$ cat src/rtl/mwpd_pkg.sv
// ----------------------------------------------------------------------------
// mwpd_pkg: shared types, constants and microprogram of the mecanum drive
// Holds the register map, the configuration bundle, the control word layout
// and the read-only program that sequences the shared datapath.
// ----------------------------------------------------------------------------
`timescale 1ns / 1ps
`default_nettype none

package mwpd_pkg;

  // Fixed geometry of the drive.
  localparam int WHEEL_COUNT = 4;
  localparam int WHEEL_W     = $clog2(WHEEL_COUNT);
  localparam int STICK_W     = 11;
  localparam int SPEED_W     = 16;
  localparam int CUR_W       = 16;
  localparam int CENTRE      = 1024;

  // Datapath widths.
  localparam int INTEG_W = 40;               // Q.16 integral accumulator
  localparam int HALF_W  = INTEG_W / 2;      // integral split for the multiplier
  localparam int MA_W    = HALF_W + 1;       // multiplier operand A, signed
  localparam int MB_W    = 23;               // multiplier operand B, signed
  localparam int PROD_W  = MA_W + MB_W;
  localparam int ACC_W   = 60;               // holds a full 40 x 20 bit product

  // Stream and register port widths.
  localparam int IN_TDATA_W  = 112;
  localparam int OUT_TDATA_W = 64;
  localparam int CFG_ADDR_W  = 5;
  localparam int CFG_DATA_W  = 32;

  // Register indexes (byte address is four times the index).
  localparam logic [2:0] REG_KP       = 3'd0;
  localparam logic [2:0] REG_KI       = 3'd1;
  localparam logic [2:0] REG_KD       = 3'd2;
  localparam logic [2:0] REG_LEAK     = 3'd3;
  localparam logic [2:0] REG_ILIM     = 3'd4;
  localparam logic [2:0] REG_OLIM     = 3'd5;
  localparam logic [2:0] REG_DEADBAND = 3'd6;
  localparam logic [2:0] REG_SGAIN    = 3'd7;

  // Register reset values.
  localparam logic [19:0] KP_RST       = 20'd39322;
  localparam logic [19:0] KI_RST       = 20'd7864;
  localparam logic [19:0] KD_RST       = 20'd3932;
  localparam logic [16:0] LEAK_RST     = 17'd62259;
  localparam logic [17:0] ILIM_RST     = 18'd10000;
  localparam logic [14:0] OLIM_RST     = 15'd10000;
  localparam logic [9:0]  DEADBAND_RST = 10'd45;
  localparam logic [21:0] SGAIN_RST    = 22'd595782;

  typedef struct packed {
    logic [19:0] kp;
    logic [19:0] ki;
    logic [19:0] kd;
    logic [16:0] leak;
    logic [17:0] ilim;
    logic [14:0] olim;
    logic [9:0]  deadband;
    logic [21:0] sgain;
  } cfg_t;

  // Multiplier operand A sources.
  localparam logic [2:0] A_NONE = 3'd0;
  localparam logic [2:0] A_STR  = 3'd1;
  localparam logic [2:0] A_DRV  = 3'd2;
  localparam logic [2:0] A_ROT  = 3'd3;
  localparam logic [2:0] A_ILO  = 3'd4;
  localparam logic [2:0] A_IHI  = 3'd5;
  localparam logic [2:0] A_ERR  = 3'd6;
  localparam logic [2:0] A_DER  = 3'd7;

  // Multiplier operand B sources.
  localparam logic [2:0] B_NONE  = 3'd0;
  localparam logic [2:0] B_SGAIN = 3'd1;
  localparam logic [2:0] B_LEAK  = 3'd2;
  localparam logic [2:0] B_KI    = 3'd3;
  localparam logic [2:0] B_KP    = 3'd4;
  localparam logic [2:0] B_KD    = 3'd5;

  // Use of the product registered in the previous step.
  localparam logic [2:0] P_NONE   = 3'd0;
  localparam logic [2:0] P_STR    = 3'd1;
  localparam logic [2:0] P_DRV    = 3'd2;
  localparam logic [2:0] P_ROT    = 3'd3;
  localparam logic [2:0] P_LOAD   = 3'd4;
  localparam logic [2:0] P_ADDHI  = 3'd5;
  localparam logic [2:0] P_Q16ADD = 3'd6;
  localparam logic [2:0] P_ADD    = 3'd7;

  // Other datapath operations.
  localparam logic [2:0] X_NONE   = 3'd0;
  localparam logic [2:0] X_SETP   = 3'd1;
  localparam logic [2:0] X_ERR    = 3'd2;
  localparam logic [2:0] X_INTEG  = 3'd3;
  localparam logic [2:0] X_LEAKQ  = 3'd4;
  localparam logic [2:0] X_FINISH = 3'd5;
  localparam logic [2:0] X_EMIT   = 3'd6;

  // Sequencing.
  localparam logic [2:0] J_NEXT    = 3'd0;
  localparam logic [2:0] J_WAIT_IN = 3'd1;
  localparam logic [2:0] J_SP_ZERO = 3'd2;
  localparam logic [2:0] J_MORE    = 3'd3;
  localparam logic [2:0] J_EMIT    = 3'd4;
  localparam logic [2:0] J_GOTO    = 3'd5;

  localparam int STEP_W = 5;

  localparam logic [STEP_W-1:0] ST_WAIT      = 5'd0;
  localparam logic [STEP_W-1:0] ST_MUL_STR   = 5'd1;
  localparam logic [STEP_W-1:0] ST_MUL_DRV   = 5'd2;
  localparam logic [STEP_W-1:0] ST_MUL_ROT   = 5'd3;
  localparam logic [STEP_W-1:0] ST_STICK_END = 5'd4;
  localparam logic [STEP_W-1:0] ST_SETP      = 5'd5;
  localparam logic [STEP_W-1:0] ST_ERR       = 5'd6;
  localparam logic [STEP_W-1:0] ST_INTEG     = 5'd7;
  localparam logic [STEP_W-1:0] ST_LEAK_LO   = 5'd8;
  localparam logic [STEP_W-1:0] ST_LEAK_HI   = 5'd9;
  localparam logic [STEP_W-1:0] ST_LEAK_ADD  = 5'd10;
  localparam logic [STEP_W-1:0] ST_LEAK_Q    = 5'd11;
  localparam logic [STEP_W-1:0] ST_KI_LO     = 5'd12;
  localparam logic [STEP_W-1:0] ST_KI_HI     = 5'd13;
  localparam logic [STEP_W-1:0] ST_KP        = 5'd14;
  localparam logic [STEP_W-1:0] ST_KD        = 5'd15;
  localparam logic [STEP_W-1:0] ST_SUM_END   = 5'd16;
  localparam logic [STEP_W-1:0] ST_FINISH    = 5'd17;
  localparam logic [STEP_W-1:0] ST_EMIT      = 5'd18;

  typedef struct packed {
    logic [2:0]        a_sel;
    logic [2:0]        b_sel;
    logic [2:0]        post;
    logic [2:0]        exec;
    logic [2:0]        jcond;
    logic [STEP_W-1:0] target;
  } ucode_t;

  function automatic ucode_t uc(input logic [2:0] a, input logic [2:0] b,
                                input logic [2:0] p, input logic [2:0] x,
                                input logic [2:0] j, input logic [STEP_W-1:0] t);
    ucode_t w;
    w.a_sel  = a;
    w.b_sel  = b;
    w.post   = p;
    w.exec   = x;
    w.jcond  = j;
    w.target = t;
    return w;
  endfunction

  // The program: stick scaling, mixing, then one PID pass per wheel.
  function automatic ucode_t ucode_rom(input logic [STEP_W-1:0] step);
    ucode_t w;
    unique case (step)
      ST_WAIT:      w = uc(A_NONE, B_NONE,  P_NONE,   X_NONE,   J_WAIT_IN, ST_WAIT);
      ST_MUL_STR:   w = uc(A_STR,  B_SGAIN, P_NONE,   X_NONE,   J_NEXT,    ST_WAIT);
      ST_MUL_DRV:   w = uc(A_DRV,  B_SGAIN, P_STR,    X_NONE,   J_NEXT,    ST_WAIT);
      ST_MUL_ROT:   w = uc(A_ROT,  B_SGAIN, P_DRV,    X_NONE,   J_NEXT,    ST_WAIT);
      ST_STICK_END: w = uc(A_NONE, B_NONE,  P_ROT,    X_NONE,   J_NEXT,    ST_WAIT);
      ST_SETP:      w = uc(A_NONE, B_NONE,  P_NONE,   X_SETP,   J_NEXT,    ST_WAIT);
      ST_ERR:       w = uc(A_NONE, B_NONE,  P_NONE,   X_ERR,    J_NEXT,    ST_WAIT);
      ST_INTEG:     w = uc(A_NONE, B_NONE,  P_NONE,   X_INTEG,  J_SP_ZERO, ST_KI_LO);
      ST_LEAK_LO:   w = uc(A_ILO,  B_LEAK,  P_NONE,   X_NONE,   J_NEXT,    ST_WAIT);
      ST_LEAK_HI:   w = uc(A_IHI,  B_LEAK,  P_LOAD,   X_NONE,   J_NEXT,    ST_WAIT);
      ST_LEAK_ADD:  w = uc(A_NONE, B_NONE,  P_ADDHI,  X_NONE,   J_NEXT,    ST_WAIT);
      ST_LEAK_Q:    w = uc(A_NONE, B_NONE,  P_NONE,   X_LEAKQ,  J_NEXT,    ST_WAIT);
      ST_KI_LO:     w = uc(A_ILO,  B_KI,    P_NONE,   X_NONE,   J_NEXT,    ST_WAIT);
      ST_KI_HI:     w = uc(A_IHI,  B_KI,    P_LOAD,   X_NONE,   J_NEXT,    ST_WAIT);
      ST_KP:        w = uc(A_ERR,  B_KP,    P_ADDHI,  X_NONE,   J_NEXT,    ST_WAIT);
      ST_KD:        w = uc(A_DER,  B_KD,    P_Q16ADD, X_NONE,   J_NEXT,    ST_WAIT);
      ST_SUM_END:   w = uc(A_NONE, B_NONE,  P_ADD,    X_NONE,   J_NEXT,    ST_WAIT);
      ST_FINISH:    w = uc(A_NONE, B_NONE,  P_NONE,   X_FINISH, J_MORE,    ST_ERR);
      ST_EMIT:      w = uc(A_NONE, B_NONE,  P_NONE,   X_EMIT,   J_EMIT,    ST_WAIT);
      default:      w = uc(A_NONE, B_NONE,  P_NONE,   X_NONE,   J_GOTO,    ST_WAIT);
    endcase
    return w;
  endfunction

endpackage

`default_nettype wire

$ cat src/rtl/mwpd_mul.sv
// ----------------------------------------------------------------------------
// mwpd_mul: shared signed multiplier
// One signed product per cycle, registered at the output.
// ----------------------------------------------------------------------------
`timescale 1ns / 1ps
`default_nettype none

module mwpd_mul (
  input  wire logic                                clk,
  input  wire logic signed [mwpd_pkg::MA_W-1:0]    op_a,
  input  wire logic signed [mwpd_pkg::MB_W-1:0]    op_b,
  output logic signed [mwpd_pkg::PROD_W-1:0]       prod_r
);
  import mwpd_pkg::*;

  logic signed [PROD_W-1:0] prod_nxt;

  assign prod_nxt = PROD_W'(op_a) * PROD_W'(op_b);

  always_ff @(posedge clk) begin
    prod_r <= prod_nxt;
  end

endmodule

`default_nettype wire

$ cat config.mk
export PLATFORM = sky130hd
export DESIGN_NAME = mwpd_mul
export DESIGN_NICKNAME = d
export VERILOG_FILES = /design/src/rtl/mwpd_pkg.sv /design/src/rtl/mwpd_mul.sv
export SDC_FILE = /design/constraint.sdc
export NUM_CORES = 1
export LEC_CHECK = 0
export CAP_MARGIN = 10
export CORE_MARGIN = 3
export CORE_UTILIZATION = 45
export CTS_BUF_LIST = sky130_fd_sc_hd__clkbuf_8
export DETAILED_ROUTE_END_ITERATION = 7
export DONT_BUFFER_PORTS = 1
export PLACE_DENSITY = 0.62
export SLEW_MARGIN = 20
export SYNTH_ARGS = -nofsm -noshare
export SYNTH_HDL_FRONTEND = slang
export SYNTH_SLANG_ARGS = --single-unit
export TNS_END_PERCENT = 1
$ cat constraint.sdc
create_clock -name clk -period 7.57 [get_ports clk]
set_input_delay 0.757 -clock clk [delete_from_list [all_inputs] [get_ports clk]]
set_output_delay 0.757 -clock clk [all_outputs]
set_load 0.01 [all_outputs]
==> flow_summary.ini <==
[finish]
fin_nets = 2627
fillers = 3941
multi_input_area_mm2 = 0.0153
drive_above_1_share_pct = 1.67
fin_cells = 2503
largest_reg_flops = 44
n_antenna_cell = 0
reg_top3 = prod_r: 44 flops
largest_register = prod_r
area_growth_syn_to_layout_pct = 2.72
seqCellArea_um2 = 881

[critical_path]
required_ps = 7760
cp.arrival_ps = 7250
timing_worst_setup_path_type = primary input to register
path_max_fanout = 23
start_kind = primary input
end_kind = register

[yosys]
ys_seq_area_share_pct = 4.70
synth_top_family_by_area = adder cells
synth_area_mm2 = 0.0188
async_reset_ff_share_pct = 0
synth-xor-area-share_pct = 2.19
synth_nets = 2707
synthAdderAreaFrac_pct = 60.7
ys_seq_elements = 44
synth_ff_type = dfxtp_1
synthMuxAreaShare_pct = 0
synthCells = 2050
syn_area_per_cell_um2 = 9.15
synth_edf_count = 0
yosysUniqueCellTypes = 51
ys.warnings.count = 0
synth_simple_gate_area_share_pct = 14.1
synth_compound_area_share_pct = 4.62

[worst_hold_path]
hp-class = primary input to register
min_path_cells = 1
holdCritStartpoint = op_b[0]
hold_end = prod_r[0]$_DFF_P_

[clock_network]
cts_buffers = 5
root_buffer = clkbuf_8
postCtsSetupBuffers = 0
clock_sinks = 44
clk_path_buf_depth = 2
cts_resized = 0
clkTransAtPathRegs_ps = 80
htreeDepth = 2
cts_tree = done
hold_buffers = 0

[sta]
worst_pin_slew_ps = 693
post-route-period-util_pct = 93.2
drv_slew = 0
setup_viol_count_final = 0
hold_viol = 0
max_freq_mhz = 142
period_needed_ps = 7060
relSlewSlack_pct = 53.7
worst_hold_slack_ps = 592
setup_tns_ps = 0
rsz0062_at_grt = no

[detailed_routing]
drtIter0Drc = 478
drc = 0
dr.pass1.iters = 5
vias = 12827
wl_per_cell_um = 19.1
wirelength_um = 47700
vias_per_cell = 5.12
ant_nets = 0

[die]
fp.dieW_um = 210
num_rows = 74
dieArea_mm2 = 0.0442
fp.dieH_um = 210
ios = 89
core_region_area_mm2 = 0.0410
start_util_pct = 45.7

[global_route]
grtUsageTotal_pct = 23.0
antenna_found_initial = 1
grt_pass1_wl_um = 78900
grt_overflow = 0
grt_pass1_vias = 15249
grt_max_degree = 24

[place]
post-dp-hpwl_um = 38800
port_buffers = 0
routabilityCongestion = 0.893
placed_cells = 2495

[flow_run]
maxCapViolCount = 0

[outcome]
run_status = complete, no violations
-- worst max-delay path, stage by stage --
cell and delay (ps):
and2_1 210, fa_1 620, inv_1 140, fa_1 570
inv_1 60, fa_1 500, inv_1 110, fa_1 500
inv_1 60, fa_1 490, fa_1 490, inv_1 50
fa_1 500, inv_1 40, ha_1 330, or3_1 390
o211ai_1 170, nand2_1 130, a311oi_2 290, nor2_1 120
a311oi_1 390, a21oi_1 130, xor2_1 160
-- cells in the final DEF, fill, tap and decap left out, types with 3 or more instances in the layout --
cell type,n
bufinv_16,3
o21ai_1,7
xor2_1,15
a31oi_1,4
nand2_1,278
a21o_2,3
o31a_1,3
nor3_1,3
dfxtp_1,44
nand2b_1,10
o21ai_0,14
and2_1,203
clkbuf_8,5
inv_1,589
o21bai_1,4
ha_1,115
nor2_1,32
xnor2_1,32
and3_1,8
nand3_1,5
o21a_1,5
a21o_1,18
fa_1,497
buf_4,4
a211oi_1,8
a21oi_1,30
-- cell families (layout without fill, tap and decap cells) --
kind of cell / Yosys count / after routing
AOI/OAI and AO/OA: 118 / 118
xor gates and xnor gates: 47 / 47
adders and majority gates: 612 / 612
buffers and inverters: 681 / 602
DFF: 44 / 44
and+or+nand+nor: 548 / 548
-- cell usage after synthesis (2+ instances only) --
master | instances | share of area, %
inv_1 | 589 | 12
fa_1 | 497 | 53
nand2_1 | 278 | 5.6
and2_1 | 203 | 6.8
ha_1 | 115 | 7.7
clkbuf_1 | 87 | 1.7
dfxtp_1 | 44 | 4.7
nor2_1 | 32 | 0.64
xnor2_1 | 32 | 1.5
a21oi_1 | 30 | 0.80
a21o_1 | 18 | 0.72
xor2_1 | 15 | 0.70
o21ai_0 | 14 | 0.37
nand2b_1 | 10 | 0.33
a211oi_1 | 8 | 0.32
and3_1 | 8 | 0.27
o21ai_1 | 7 | 0.19
nand3_1 | 5 | 0.13
o21a_1 | 5 | 0.20
a31oi_1 | 4 | 0.13
o21bai_1 | 4 | 0.16
a21o_2 | 3 | 0.14
nor3_1 | 3 | 0.080
o31a_1 | 3 | 0.14
a21oi_2 | 2 | 0.093
a31o_2 | 2 | 0.093
a41o_1 | 2 | 0.11
and4_1 | 2 | 0.093
buf_1 | 2 | 0.040
buf_2 | 2 | 0.053
o211ai_1 | 2 | 0.080
o21ai_4 | 2 | 0.17
o31ai_2 | 2 | 0.13
-- metal layers --
layer / part of all wire (%) / wire length [µm] / track usage, %
met2: 53 / 25500 / 43.5
met4: 6.2 / 2950 / 11.4
met5: 0 / 0 / 0
met1: 36 / 17100 / 25.7
met3: 4.5 / 2170 / 2.26
-- how the worst max path moves through the flow --
stage             start                 end  slack [ps]  depth (start not counted)
2_1_floorplan  op_b[22]  prod_r[41]$_DFF_P_         270                         24
3_3_place_gp    op_a[3]  prod_r[41]$_DFF_P_         340                         23
3_5_place_dp    op_a[3]  prod_r[41]$_DFF_P_         200                         23
4_1_cts         op_a[3]  prod_r[41]$_DFF_P_         510                         23
5_1_grt         op_a[3]  prod_r[41]$_DFF_P_         240                         23
6_report        op_a[3]  prod_r[41]$_DFF_P_         510                         23
-- stage by stage --
stage | instance area [µm²] | util (%) | setup WS, ps
2_1_floorplan | 18800 | - | 265
3_3_place_gp | 19100 | 46.6 | 342
3_5_place_dp | 19100 | 46.6 | 201
4_1_cts | 19300 | 47.0 | 510
5_1_grt | 19300 | 47.0 | 241
6_report | 19300 | 47.0 | 515
-- final cells by class --
type	instances	area share [%]
multi-input cells	1325	79.5
inverters	590	11.5
clock buffers	5	0.357
clock inverters	3	0.468
well taps	532	3.45
repair buffers	4	0.156
flip-flops and latches	44	4.57
Power is not shown: default switching activity piles up to over one toggle a cycle in this logic, so the estimate is an artifact.
