$ cat src/rtl/mwpd_pkg.sv
// ----------------------------------------------------------------------------
// mwpd_pkg: shared types, constants and microprogram of the mecanum drive
// Holds the register map, the configuration bundle, the control word layout
// and the read-only program that sequences the shared datapath.
// ----------------------------------------------------------------------------
`timescale 1ns / 1ps
`default_nettype none

package mwpd_pkg;

  // Fixed geometry of the drive.
  localparam int WHEEL_COUNT = 4;
  localparam int WHEEL_W     = $clog2(WHEEL_COUNT);
  localparam int STICK_W     = 11;
  localparam int SPEED_W     = 16;
  localparam int CUR_W       = 16;
  localparam int CENTRE      = 1024;

  // Datapath widths.
  localparam int INTEG_W = 40;               // Q.16 integral accumulator
  localparam int HALF_W  = INTEG_W / 2;      // integral split for the multiplier
  localparam int MA_W    = HALF_W + 1;       // multiplier operand A, signed
  localparam int MB_W    = 23;               // multiplier operand B, signed
  localparam int PROD_W  = MA_W + MB_W;
  localparam int ACC_W   = 60;               // holds a full 40 x 20 bit product

  // Stream and register port widths.
  localparam int IN_TDATA_W  = 112;
  localparam int OUT_TDATA_W = 64;
  localparam int CFG_ADDR_W  = 5;
  localparam int CFG_DATA_W  = 32;

  // Register indexes (byte address is four times the index).
  localparam logic [2:0] REG_KP       = 3'd0;
  localparam logic [2:0] REG_KI       = 3'd1;
  localparam logic [2:0] REG_KD       = 3'd2;
  localparam logic [2:0] REG_LEAK     = 3'd3;
  localparam logic [2:0] REG_ILIM     = 3'd4;
  localparam logic [2:0] REG_OLIM     = 3'd5;
  localparam logic [2:0] REG_DEADBAND = 3'd6;
  localparam logic [2:0] REG_SGAIN    = 3'd7;

  // Register reset values.
  localparam logic [19:0] KP_RST       = 20'd39322;
  localparam logic [19:0] KI_RST       = 20'd7864;
  localparam logic [19:0] KD_RST       = 20'd3932;
  localparam logic [16:0] LEAK_RST     = 17'd62259;
  localparam logic [17:0] ILIM_RST     = 18'd10000;
  localparam logic [14:0] OLIM_RST     = 15'd10000;
  localparam logic [9:0]  DEADBAND_RST = 10'd45;
  localparam logic [21:0] SGAIN_RST    = 22'd595782;

  typedef struct packed {
    logic [19:0] kp;
    logic [19:0] ki;
    logic [19:0] kd;
    logic [16:0] leak;
    logic [17:0] ilim;
    logic [14:0] olim;
    logic [9:0]  deadband;
    logic [21:0] sgain;
  } cfg_t;

  // Multiplier operand A sources.
  localparam logic [2:0] A_NONE = 3'd0;
  localparam logic [2:0] A_STR  = 3'd1;
  localparam logic [2:0] A_DRV  = 3'd2;
  localparam logic [2:0] A_ROT  = 3'd3;
  localparam logic [2:0] A_ILO  = 3'd4;
  localparam logic [2:0] A_IHI  = 3'd5;
  localparam logic [2:0] A_ERR  = 3'd6;
  localparam logic [2:0] A_DER  = 3'd7;

  // Multiplier operand B sources.
  localparam logic [2:0] B_NONE  = 3'd0;
  localparam logic [2:0] B_SGAIN = 3'd1;
  localparam logic [2:0] B_LEAK  = 3'd2;
  localparam logic [2:0] B_KI    = 3'd3;
  localparam logic [2:0] B_KP    = 3'd4;
  localparam logic [2:0] B_KD    = 3'd5;

  // Use of the product registered in the previous step.
  localparam logic [2:0] P_NONE   = 3'd0;
  localparam logic [2:0] P_STR    = 3'd1;
  localparam logic [2:0] P_DRV    = 3'd2;
  localparam logic [2:0] P_ROT    = 3'd3;
  localparam logic [2:0] P_LOAD   = 3'd4;
  localparam logic [2:0] P_ADDHI  = 3'd5;
  localparam logic [2:0] P_Q16ADD = 3'd6;
  localparam logic [2:0] P_ADD    = 3'd7;

  // Other datapath operations.
  localparam logic [2:0] X_NONE   = 3'd0;
  localparam logic [2:0] X_SETP   = 3'd1;
  localparam logic [2:0] X_ERR    = 3'd2;
  localparam logic [2:0] X_INTEG  = 3'd3;
  localparam logic [2:0] X_LEAKQ  = 3'd4;
  localparam logic [2:0] X_FINISH = 3'd5;
  localparam logic [2:0] X_EMIT   = 3'd6;

  // Sequencing.
  localparam logic [2:0] J_NEXT    = 3'd0;
  localparam logic [2:0] J_WAIT_IN = 3'd1;
  localparam logic [2:0] J_SP_ZERO = 3'd2;
  localparam logic [2:0] J_MORE    = 3'd3;
  localparam logic [2:0] J_EMIT    = 3'd4;
  localparam logic [2:0] J_GOTO    = 3'd5;

  localparam int STEP_W = 5;

  localparam logic [STEP_W-1:0] ST_WAIT      = 5'd0;
  localparam logic [STEP_W-1:0] ST_MUL_STR   = 5'd1;
  localparam logic [STEP_W-1:0] ST_MUL_DRV   = 5'd2;
  localparam logic [STEP_W-1:0] ST_MUL_ROT   = 5'd3;
  localparam logic [STEP_W-1:0] ST_STICK_END = 5'd4;
  localparam logic [STEP_W-1:0] ST_SETP      = 5'd5;
  localparam logic [STEP_W-1:0] ST_ERR       = 5'd6;
  localparam logic [STEP_W-1:0] ST_INTEG     = 5'd7;
  localparam logic [STEP_W-1:0] ST_LEAK_LO   = 5'd8;
  localparam logic [STEP_W-1:0] ST_LEAK_HI   = 5'd9;
  localparam logic [STEP_W-1:0] ST_LEAK_ADD  = 5'd10;
  localparam logic [STEP_W-1:0] ST_LEAK_Q    = 5'd11;
  localparam logic [STEP_W-1:0] ST_KI_LO     = 5'd12;
  localparam logic [STEP_W-1:0] ST_KI_HI     = 5'd13;
  localparam logic [STEP_W-1:0] ST_KP        = 5'd14;
  localparam logic [STEP_W-1:0] ST_KD        = 5'd15;
  localparam logic [STEP_W-1:0] ST_SUM_END   = 5'd16;
  localparam logic [STEP_W-1:0] ST_FINISH    = 5'd17;
  localparam logic [STEP_W-1:0] ST_EMIT      = 5'd18;

  typedef struct packed {
    logic [2:0]        a_sel;
    logic [2:0]        b_sel;
    logic [2:0]        post;
    logic [2:0]        exec;
    logic [2:0]        jcond;
    logic [STEP_W-1:0] target;
  } ucode_t;

  function automatic ucode_t uc(input logic [2:0] a, input logic [2:0] b,
                                input logic [2:0] p, input logic [2:0] x,
                                input logic [2:0] j, input logic [STEP_W-1:0] t);
    ucode_t w;
    w.a_sel  = a;
    w.b_sel  = b;
    w.post   = p;
    w.exec   = x;
    w.jcond  = j;
    w.target = t;
    return w;
  endfunction

  // The program: stick scaling, mixing, then one PID pass per wheel.
  function automatic ucode_t ucode_rom(input logic [STEP_W-1:0] step);
    ucode_t w;
    unique case (step)
      ST_WAIT:      w = uc(A_NONE, B_NONE,  P_NONE,   X_NONE,   J_WAIT_IN, ST_WAIT);
      ST_MUL_STR:   w = uc(A_STR,  B_SGAIN, P_NONE,   X_NONE,   J_NEXT,    ST_WAIT);
      ST_MUL_DRV:   w = uc(A_DRV,  B_SGAIN, P_STR,    X_NONE,   J_NEXT,    ST_WAIT);
      ST_MUL_ROT:   w = uc(A_ROT,  B_SGAIN, P_DRV,    X_NONE,   J_NEXT,    ST_WAIT);
      ST_STICK_END: w = uc(A_NONE, B_NONE,  P_ROT,    X_NONE,   J_NEXT,    ST_WAIT);
      ST_SETP:      w = uc(A_NONE, B_NONE,  P_NONE,   X_SETP,   J_NEXT,    ST_WAIT);
      ST_ERR:       w = uc(A_NONE, B_NONE,  P_NONE,   X_ERR,    J_NEXT,    ST_WAIT);
      ST_INTEG:     w = uc(A_NONE, B_NONE,  P_NONE,   X_INTEG,  J_SP_ZERO, ST_KI_LO);
      ST_LEAK_LO:   w = uc(A_ILO,  B_LEAK,  P_NONE,   X_NONE,   J_NEXT,    ST_WAIT);
      ST_LEAK_HI:   w = uc(A_IHI,  B_LEAK,  P_LOAD,   X_NONE,   J_NEXT,    ST_WAIT);
      ST_LEAK_ADD:  w = uc(A_NONE, B_NONE,  P_ADDHI,  X_NONE,   J_NEXT,    ST_WAIT);
      ST_LEAK_Q:    w = uc(A_NONE, B_NONE,  P_NONE,   X_LEAKQ,  J_NEXT,    ST_WAIT);
      ST_KI_LO:     w = uc(A_ILO,  B_KI,    P_NONE,   X_NONE,   J_NEXT,    ST_WAIT);
      ST_KI_HI:     w = uc(A_IHI,  B_KI,    P_LOAD,   X_NONE,   J_NEXT,    ST_WAIT);
      ST_KP:        w = uc(A_ERR,  B_KP,    P_ADDHI,  X_NONE,   J_NEXT,    ST_WAIT);
      ST_KD:        w = uc(A_DER,  B_KD,    P_Q16ADD, X_NONE,   J_NEXT,    ST_WAIT);
      ST_SUM_END:   w = uc(A_NONE, B_NONE,  P_ADD,    X_NONE,   J_NEXT,    ST_WAIT);
      ST_FINISH:    w = uc(A_NONE, B_NONE,  P_NONE,   X_FINISH, J_MORE,    ST_ERR);
      ST_EMIT:      w = uc(A_NONE, B_NONE,  P_NONE,   X_EMIT,   J_EMIT,    ST_WAIT);
      default:      w = uc(A_NONE, B_NONE,  P_NONE,   X_NONE,   J_GOTO,    ST_WAIT);
    endcase
    return w;
  endfunction

endpackage

`default_nettype wire

$ cat src/rtl/mwpd_cfg.sv
// ----------------------------------------------------------------------------
// mwpd_cfg: configuration register file
// APB-style write and read access to the eight gain and limit registers.
// ----------------------------------------------------------------------------
`timescale 1ns / 1ps
`default_nettype none

module mwpd_cfg (
  input  wire logic                                clk,
  input  wire logic                                rst_n,
  input  wire logic                                cfg_psel,
  input  wire logic                                cfg_penable,
  input  wire logic                                cfg_pwrite,
  input  wire logic [mwpd_pkg::CFG_ADDR_W-1:0]     cfg_paddr,
  input  wire logic [mwpd_pkg::CFG_DATA_W-1:0]     cfg_pwdata,
  output logic      [mwpd_pkg::CFG_DATA_W-1:0]     cfg_prdata,
  output logic                                     cfg_pready,
  output mwpd_pkg::cfg_t                           cfg
);
  import mwpd_pkg::*;

  cfg_t       regs_r;
  cfg_t       regs_nxt;
  logic [2:0] reg_idx;
  logic       wr_en;

  assign cfg_pready = 1'b1;
  assign reg_idx    = cfg_paddr[CFG_ADDR_W-1:2];
  assign wr_en      = cfg_psel && cfg_penable && cfg_pwrite && cfg_pready;
  assign cfg        = regs_r;

  always_comb begin
    regs_nxt = regs_r;
    if (wr_en) begin
      unique case (reg_idx)
        REG_KP:       regs_nxt.kp       = cfg_pwdata[19:0];
        REG_KI:       regs_nxt.ki       = cfg_pwdata[19:0];
        REG_KD:       regs_nxt.kd       = cfg_pwdata[19:0];
        REG_LEAK:     regs_nxt.leak     = cfg_pwdata[16:0];
        REG_ILIM:     regs_nxt.ilim     = cfg_pwdata[17:0];
        REG_OLIM:     regs_nxt.olim     = cfg_pwdata[14:0];
        REG_DEADBAND: regs_nxt.deadband = cfg_pwdata[9:0];
        REG_SGAIN:    regs_nxt.sgain    = cfg_pwdata[21:0];
        default:      regs_nxt = regs_r;
      endcase
    end
  end

  always_comb begin
    unique case (reg_idx)
      REG_KP:       cfg_prdata = CFG_DATA_W'(regs_r.kp);
      REG_KI:       cfg_prdata = CFG_DATA_W'(regs_r.ki);
      REG_KD:       cfg_prdata = CFG_DATA_W'(regs_r.kd);
      REG_LEAK:     cfg_prdata = CFG_DATA_W'(regs_r.leak);
      REG_ILIM:     cfg_prdata = CFG_DATA_W'(regs_r.ilim);
      REG_OLIM:     cfg_prdata = CFG_DATA_W'(regs_r.olim);
      REG_DEADBAND: cfg_prdata = CFG_DATA_W'(regs_r.deadband);
      REG_SGAIN:    cfg_prdata = CFG_DATA_W'(regs_r.sgain);
      default:      cfg_prdata = '0;
    endcase
  end

  always_ff @(posedge clk) begin
    if (!rst_n) begin
      regs_r.kp       <= KP_RST;
      regs_r.ki       <= KI_RST;
      regs_r.kd       <= KD_RST;
      regs_r.leak     <= LEAK_RST;
      regs_r.ilim     <= ILIM_RST;
      regs_r.olim     <= OLIM_RST;
      regs_r.deadband <= DEADBAND_RST;
      regs_r.sgain    <= SGAIN_RST;
    end else begin
      regs_r <= regs_nxt;
    end
  end

endmodule

`default_nettype wire
$ cat config.mk
export PLATFORM = sky130hd
export DESIGN_NAME = mwpd_cfg
export DESIGN_NICKNAME = d
export VERILOG_FILES = /design/src/rtl/mwpd_pkg.sv /design/src/rtl/mwpd_cfg.sv
export SDC_FILE = /design/constraint.sdc
export NUM_CORES = 1
export LEC_CHECK = 0
export BUFFER_PORTS_ARGS = -buffer_cell sky130_fd_sc_hd__buf_2
export CORE_MARGIN = 2
export CORE_UTILIZATION = 25
export DETAILED_ROUTE_END_ITERATION = 8
export PLACE_DENSITY_LB_ADDON = 0.3
export SLEW_MARGIN = 10
export SYNTH_ARGS = -nofsm -noshare
export SYNTH_HDL_FRONTEND = slang
export SYNTH_SLANG_ARGS = --single-unit
$ cat constraint.sdc
create_clock -name clk -period 1.7 [get_ports clk]
set_clock_uncertainty 0.15 [all_clocks]
set_input_delay 0.085 -clock clk [delete_from_list [all_inputs] [get_ports clk]]
set_output_delay 0.085 -clock clk [all_outputs]
set_load 0.03 [all_outputs]
==> impl_metrics.json <==
{
  "timing_hold_violations_final": 0,
  "worst_setup_path_class": "reg -> out",
  "tightest_slew_ps": 648,
  "synth.top_cell.area_share": 0.433,
  "max_cap_viol_count": 0,
  "min_delay_worst_endpoint": "cfg[63]$_SDFFE_PN0P_",
  "worst_hold_slack_ps": 149,
  "layout.cell_area.non_filler_um2": 9620,
  "top_level_ports": 217,
  "worst_setup_path_end_kind": "output port",
  "buffer_ports.inserted": 193,
  "grt_overflow": 0,
  "yosysUniqueCellTypes": 43,
  "global_route.usage.met1": 0.270,
  "synth.top_cells.by_count": "sky130_fd_sc_hd__nand2_1, sky130_fd_sc_hd__dfxtp_1, sky130_fd_sc_hd__a21boi_0",
  "ant_nets": 0,
  "peakVddDrop_v": 0.000620,
  "run_status": "complete, but fails checks",
  "synth.area.top_cells": "sky130_fd_sc_hd__dfxtp_1, sky130_fd_sc_hd__nand2_1, sky130_fd_sc_hd__a21boi_0",
  "numCtsBuffers": 17,
  "drive_gt1_frac": 0.390,
  "critical_path.startpoint_type": "flop",
  "finalPower_uw": 8390,
  "asyncSetResetFlopFracSynth": 0,
  "globalRouteMet2Util": 0.282,
  "fp.dieArea_um2": 27600,
  "grt_max_degree": 92,
  "finalNetCount": 1128,
  "period_share": 1.25,
  "netlist_instances": 833,
  "leakage_uw": 0.00412,
  "syn_avg_cell_area_um2": 7.88,
  "max_clock_freq_mhz": 470,
  "vias": 6716,
  "clock_tree.buffer_depth": 2,
  "placement_rows": 59,
  "antenna_found_initial": 1,
  "min_path_cells": 6,
  "post-synth-top-area-cell": "sky130_fd_sc_hd__dfxtp_1",
  "core_area_um2": 25900,
  "share_of_the_yosys_chip_area_belonging_to_registers": 0.433,
  "layout.filler_cells": 2695,
  "worstPathRequired_ps": 1460,
  "firstDrtPassIters": 5,
  "synth_edf_count": 0,
  "final.min_clock_period_ps": 2130,
  "max_stage_delay_ps": 580,
  "die_w_um": 166,
  "max_reg_flops": 142,
  "drv_slew": 0,
  "worstReg2RegStart": "cfg[108]$_SDFFE_PN0P_",
  "path_clk_slew_ps": 60,
  "register_to_register_setup_slack_ps": 760,
  "worst_slack_ps": -425,
  "critical_path_arrival_ps": 1890,
  "first_global_vias": 6393,
  "yosys.cell_count.top_type": "sky130_fd_sc_hd__nand2_1",
  "grt_pass1_wl_um": 40300,
  "power_per_cell_area_nw_per_um2": 872,
  "placement.cell_area_um2": 8190,
  "hold_path_startpoint": "cfg_penable",
  "failed_checks": "negative setup slack",
  "final-setup-viol-count": 13,
  "dr.first_iter.drc_count": 453,
  "hpwlAfterDp_um": 19700,
  "critical_path.max_fanout": 3,
  "area_growth_syn_to_layout_pct": 46.6,
  "timing.slew.headroom": 0.568,
  "routabilityCongestion": 0.830,
  "floorplan.initialDensity": 0.253,
  "critical_path.cell_chain": "nor2b_1 > o22ai_1 > a222oi_1 > buf_4 > nor2_2 > buf_6",
  "grt_use_met3": 0.0477,
  "vias_per_cell": 4.68,
  "rsz0062_at_grt": "true",
  "synthesis.yosys.warnings": 0,
  "worstHoldPathType": "in -> reg",
  "grtUsageTotal": 0.190,
  "floorplan.die.height_um": 166,
  "routed_wl_um": 27000,
  "synth_seq_cells": 142,
  "remaining_drc_errors": 0,
  "synth.cell_area_um2": 6570,
  "clk-insertion-delay-late_ps": 420,
  "root_buffer": "sky130_fd_sc_hd__clkbuf_16",
  "critical_path.slowest_cell": "sky130_fd_sc_hd__a222oi_1",
  "reg2reg_depth": 3,
  "routed_length_per_instance_um": 18.8,
  "cts_htree_levels": 4,
  "timing.rr.end": "cfg[108]$_SDFFE_PN0P_",
  "synth-main-ff-cell": "sky130_fd_sc_hd__dfxtp_1",
  "cts_tree": "yes",
  "grt_most_used_layer": "met2",
  "cts_sinks": 142
}
## report_power, final
part | switching, uW | internal (uW) | leakage (uW)
Clock | 1470 | 2480 | 0.000292
Combinational | 643 | 407 | 0.00267
Sequential | 29.8 | 3360 | 0.00116
## worst max path at each step
stage                                     from             end  slack, ps  cells after the start
final                     cfg[92]$_SDFFE_PN1P_  cfg_prdata[10]       -430                      6
after global routing      cfg[92]$_SDFFE_PN1P_  cfg_prdata[10]       -440                      6
after CTS                 cfg[10]$_SDFFE_PN1P_  cfg_prdata[10]       -410                      6
after detailed placement          cfg_paddr[3]  cfg_prdata[10]       -280                      8
after global placement            cfg_paddr[3]  cfg_prdata[10]       -230                      8
after floorplan                   cfg_paddr[3]  cfg_prdata[17]         60                      5
## area by class of cell
cell class                      count  area, um2  area share
Clock buffer                       20        447      0.0464
Multi-Input combinational cell    601       3540       0.368
Inverter                           16       63.8     0.00663
Clock inverter                     11        166      0.0173
Antenna cell                        1       2.50    0.000260
Sequential cell                   142       2900       0.302
Timing Repair Buffer              308       2080       0.216
Tap cell                          335        419      0.0436
## worst max-delay path: cells and delay by family (launching register included)
kind                   cells  cell delay (ps)
buffers and inverters      2              350
and+or+nand+nor            2              130
DFF                        1              350
AOI/OAI and AO/OA          2              650
## layer usage
layer | up-vias | share of wire
met2 | 207 | 0.44
met1 | 3205 | 0.48
met5 | - | 0
li1 | 3271 | -
met4 | 0 | 0.022
met3 | 33 | 0.060
## per-stage QoR
stage | worst slack, ps | utilization | std cells | setup TNS, ps
finish | -425 | 0.371 | 1434 | -1860
global route | -443 | 0.371 | 1433 | -2780
CTS | -412 | 0.361 | 1429 | -2240
detailed placement | -282 | 0.316 | 1364 | -4710
global placement | -231 | 0.316 | 1364 | -3280
floorplan | 55.3 | - | 842 | 0
## cell usage in the layout (no fill, tap or decap), drive strengths merged, types with 6 or more instances in the layout
master	instances
nand2b	7
a221oi	18
a21boi	85
or2	8
dlygate4sd3	23
o21ai	17
inv	15
o22a	6
nand3	55
nand2	271
mux2i	23
o2bb2ai	7
clkbuf	22
dfxtp	142
buf	283
nor2	36
nor2b	10
o211ai	7
o22ai	7
conb	11
a21oi	10
## repair_timing
item                                    4_1_cts  5_1_grt
hold endpoints to repair                    142        0
hold buffers                                 23        0
pin swaps                                    19       22
endpoints found under the setup margin       18       20
setup buffers                                13        6
gates resized for setup                      77       77
## cell families after synthesis
| kind of cell | share of synthesized area |
|---|---|
| simple gates | 0.255 |
| compound gates | 0.190 |
| flops | 0.433 |
| buf+inv | 0.0804 |
| mux | 0.0402 |
| other cells | 0.00114 |
No activity file was read; power rests on OpenSTA's default activity.
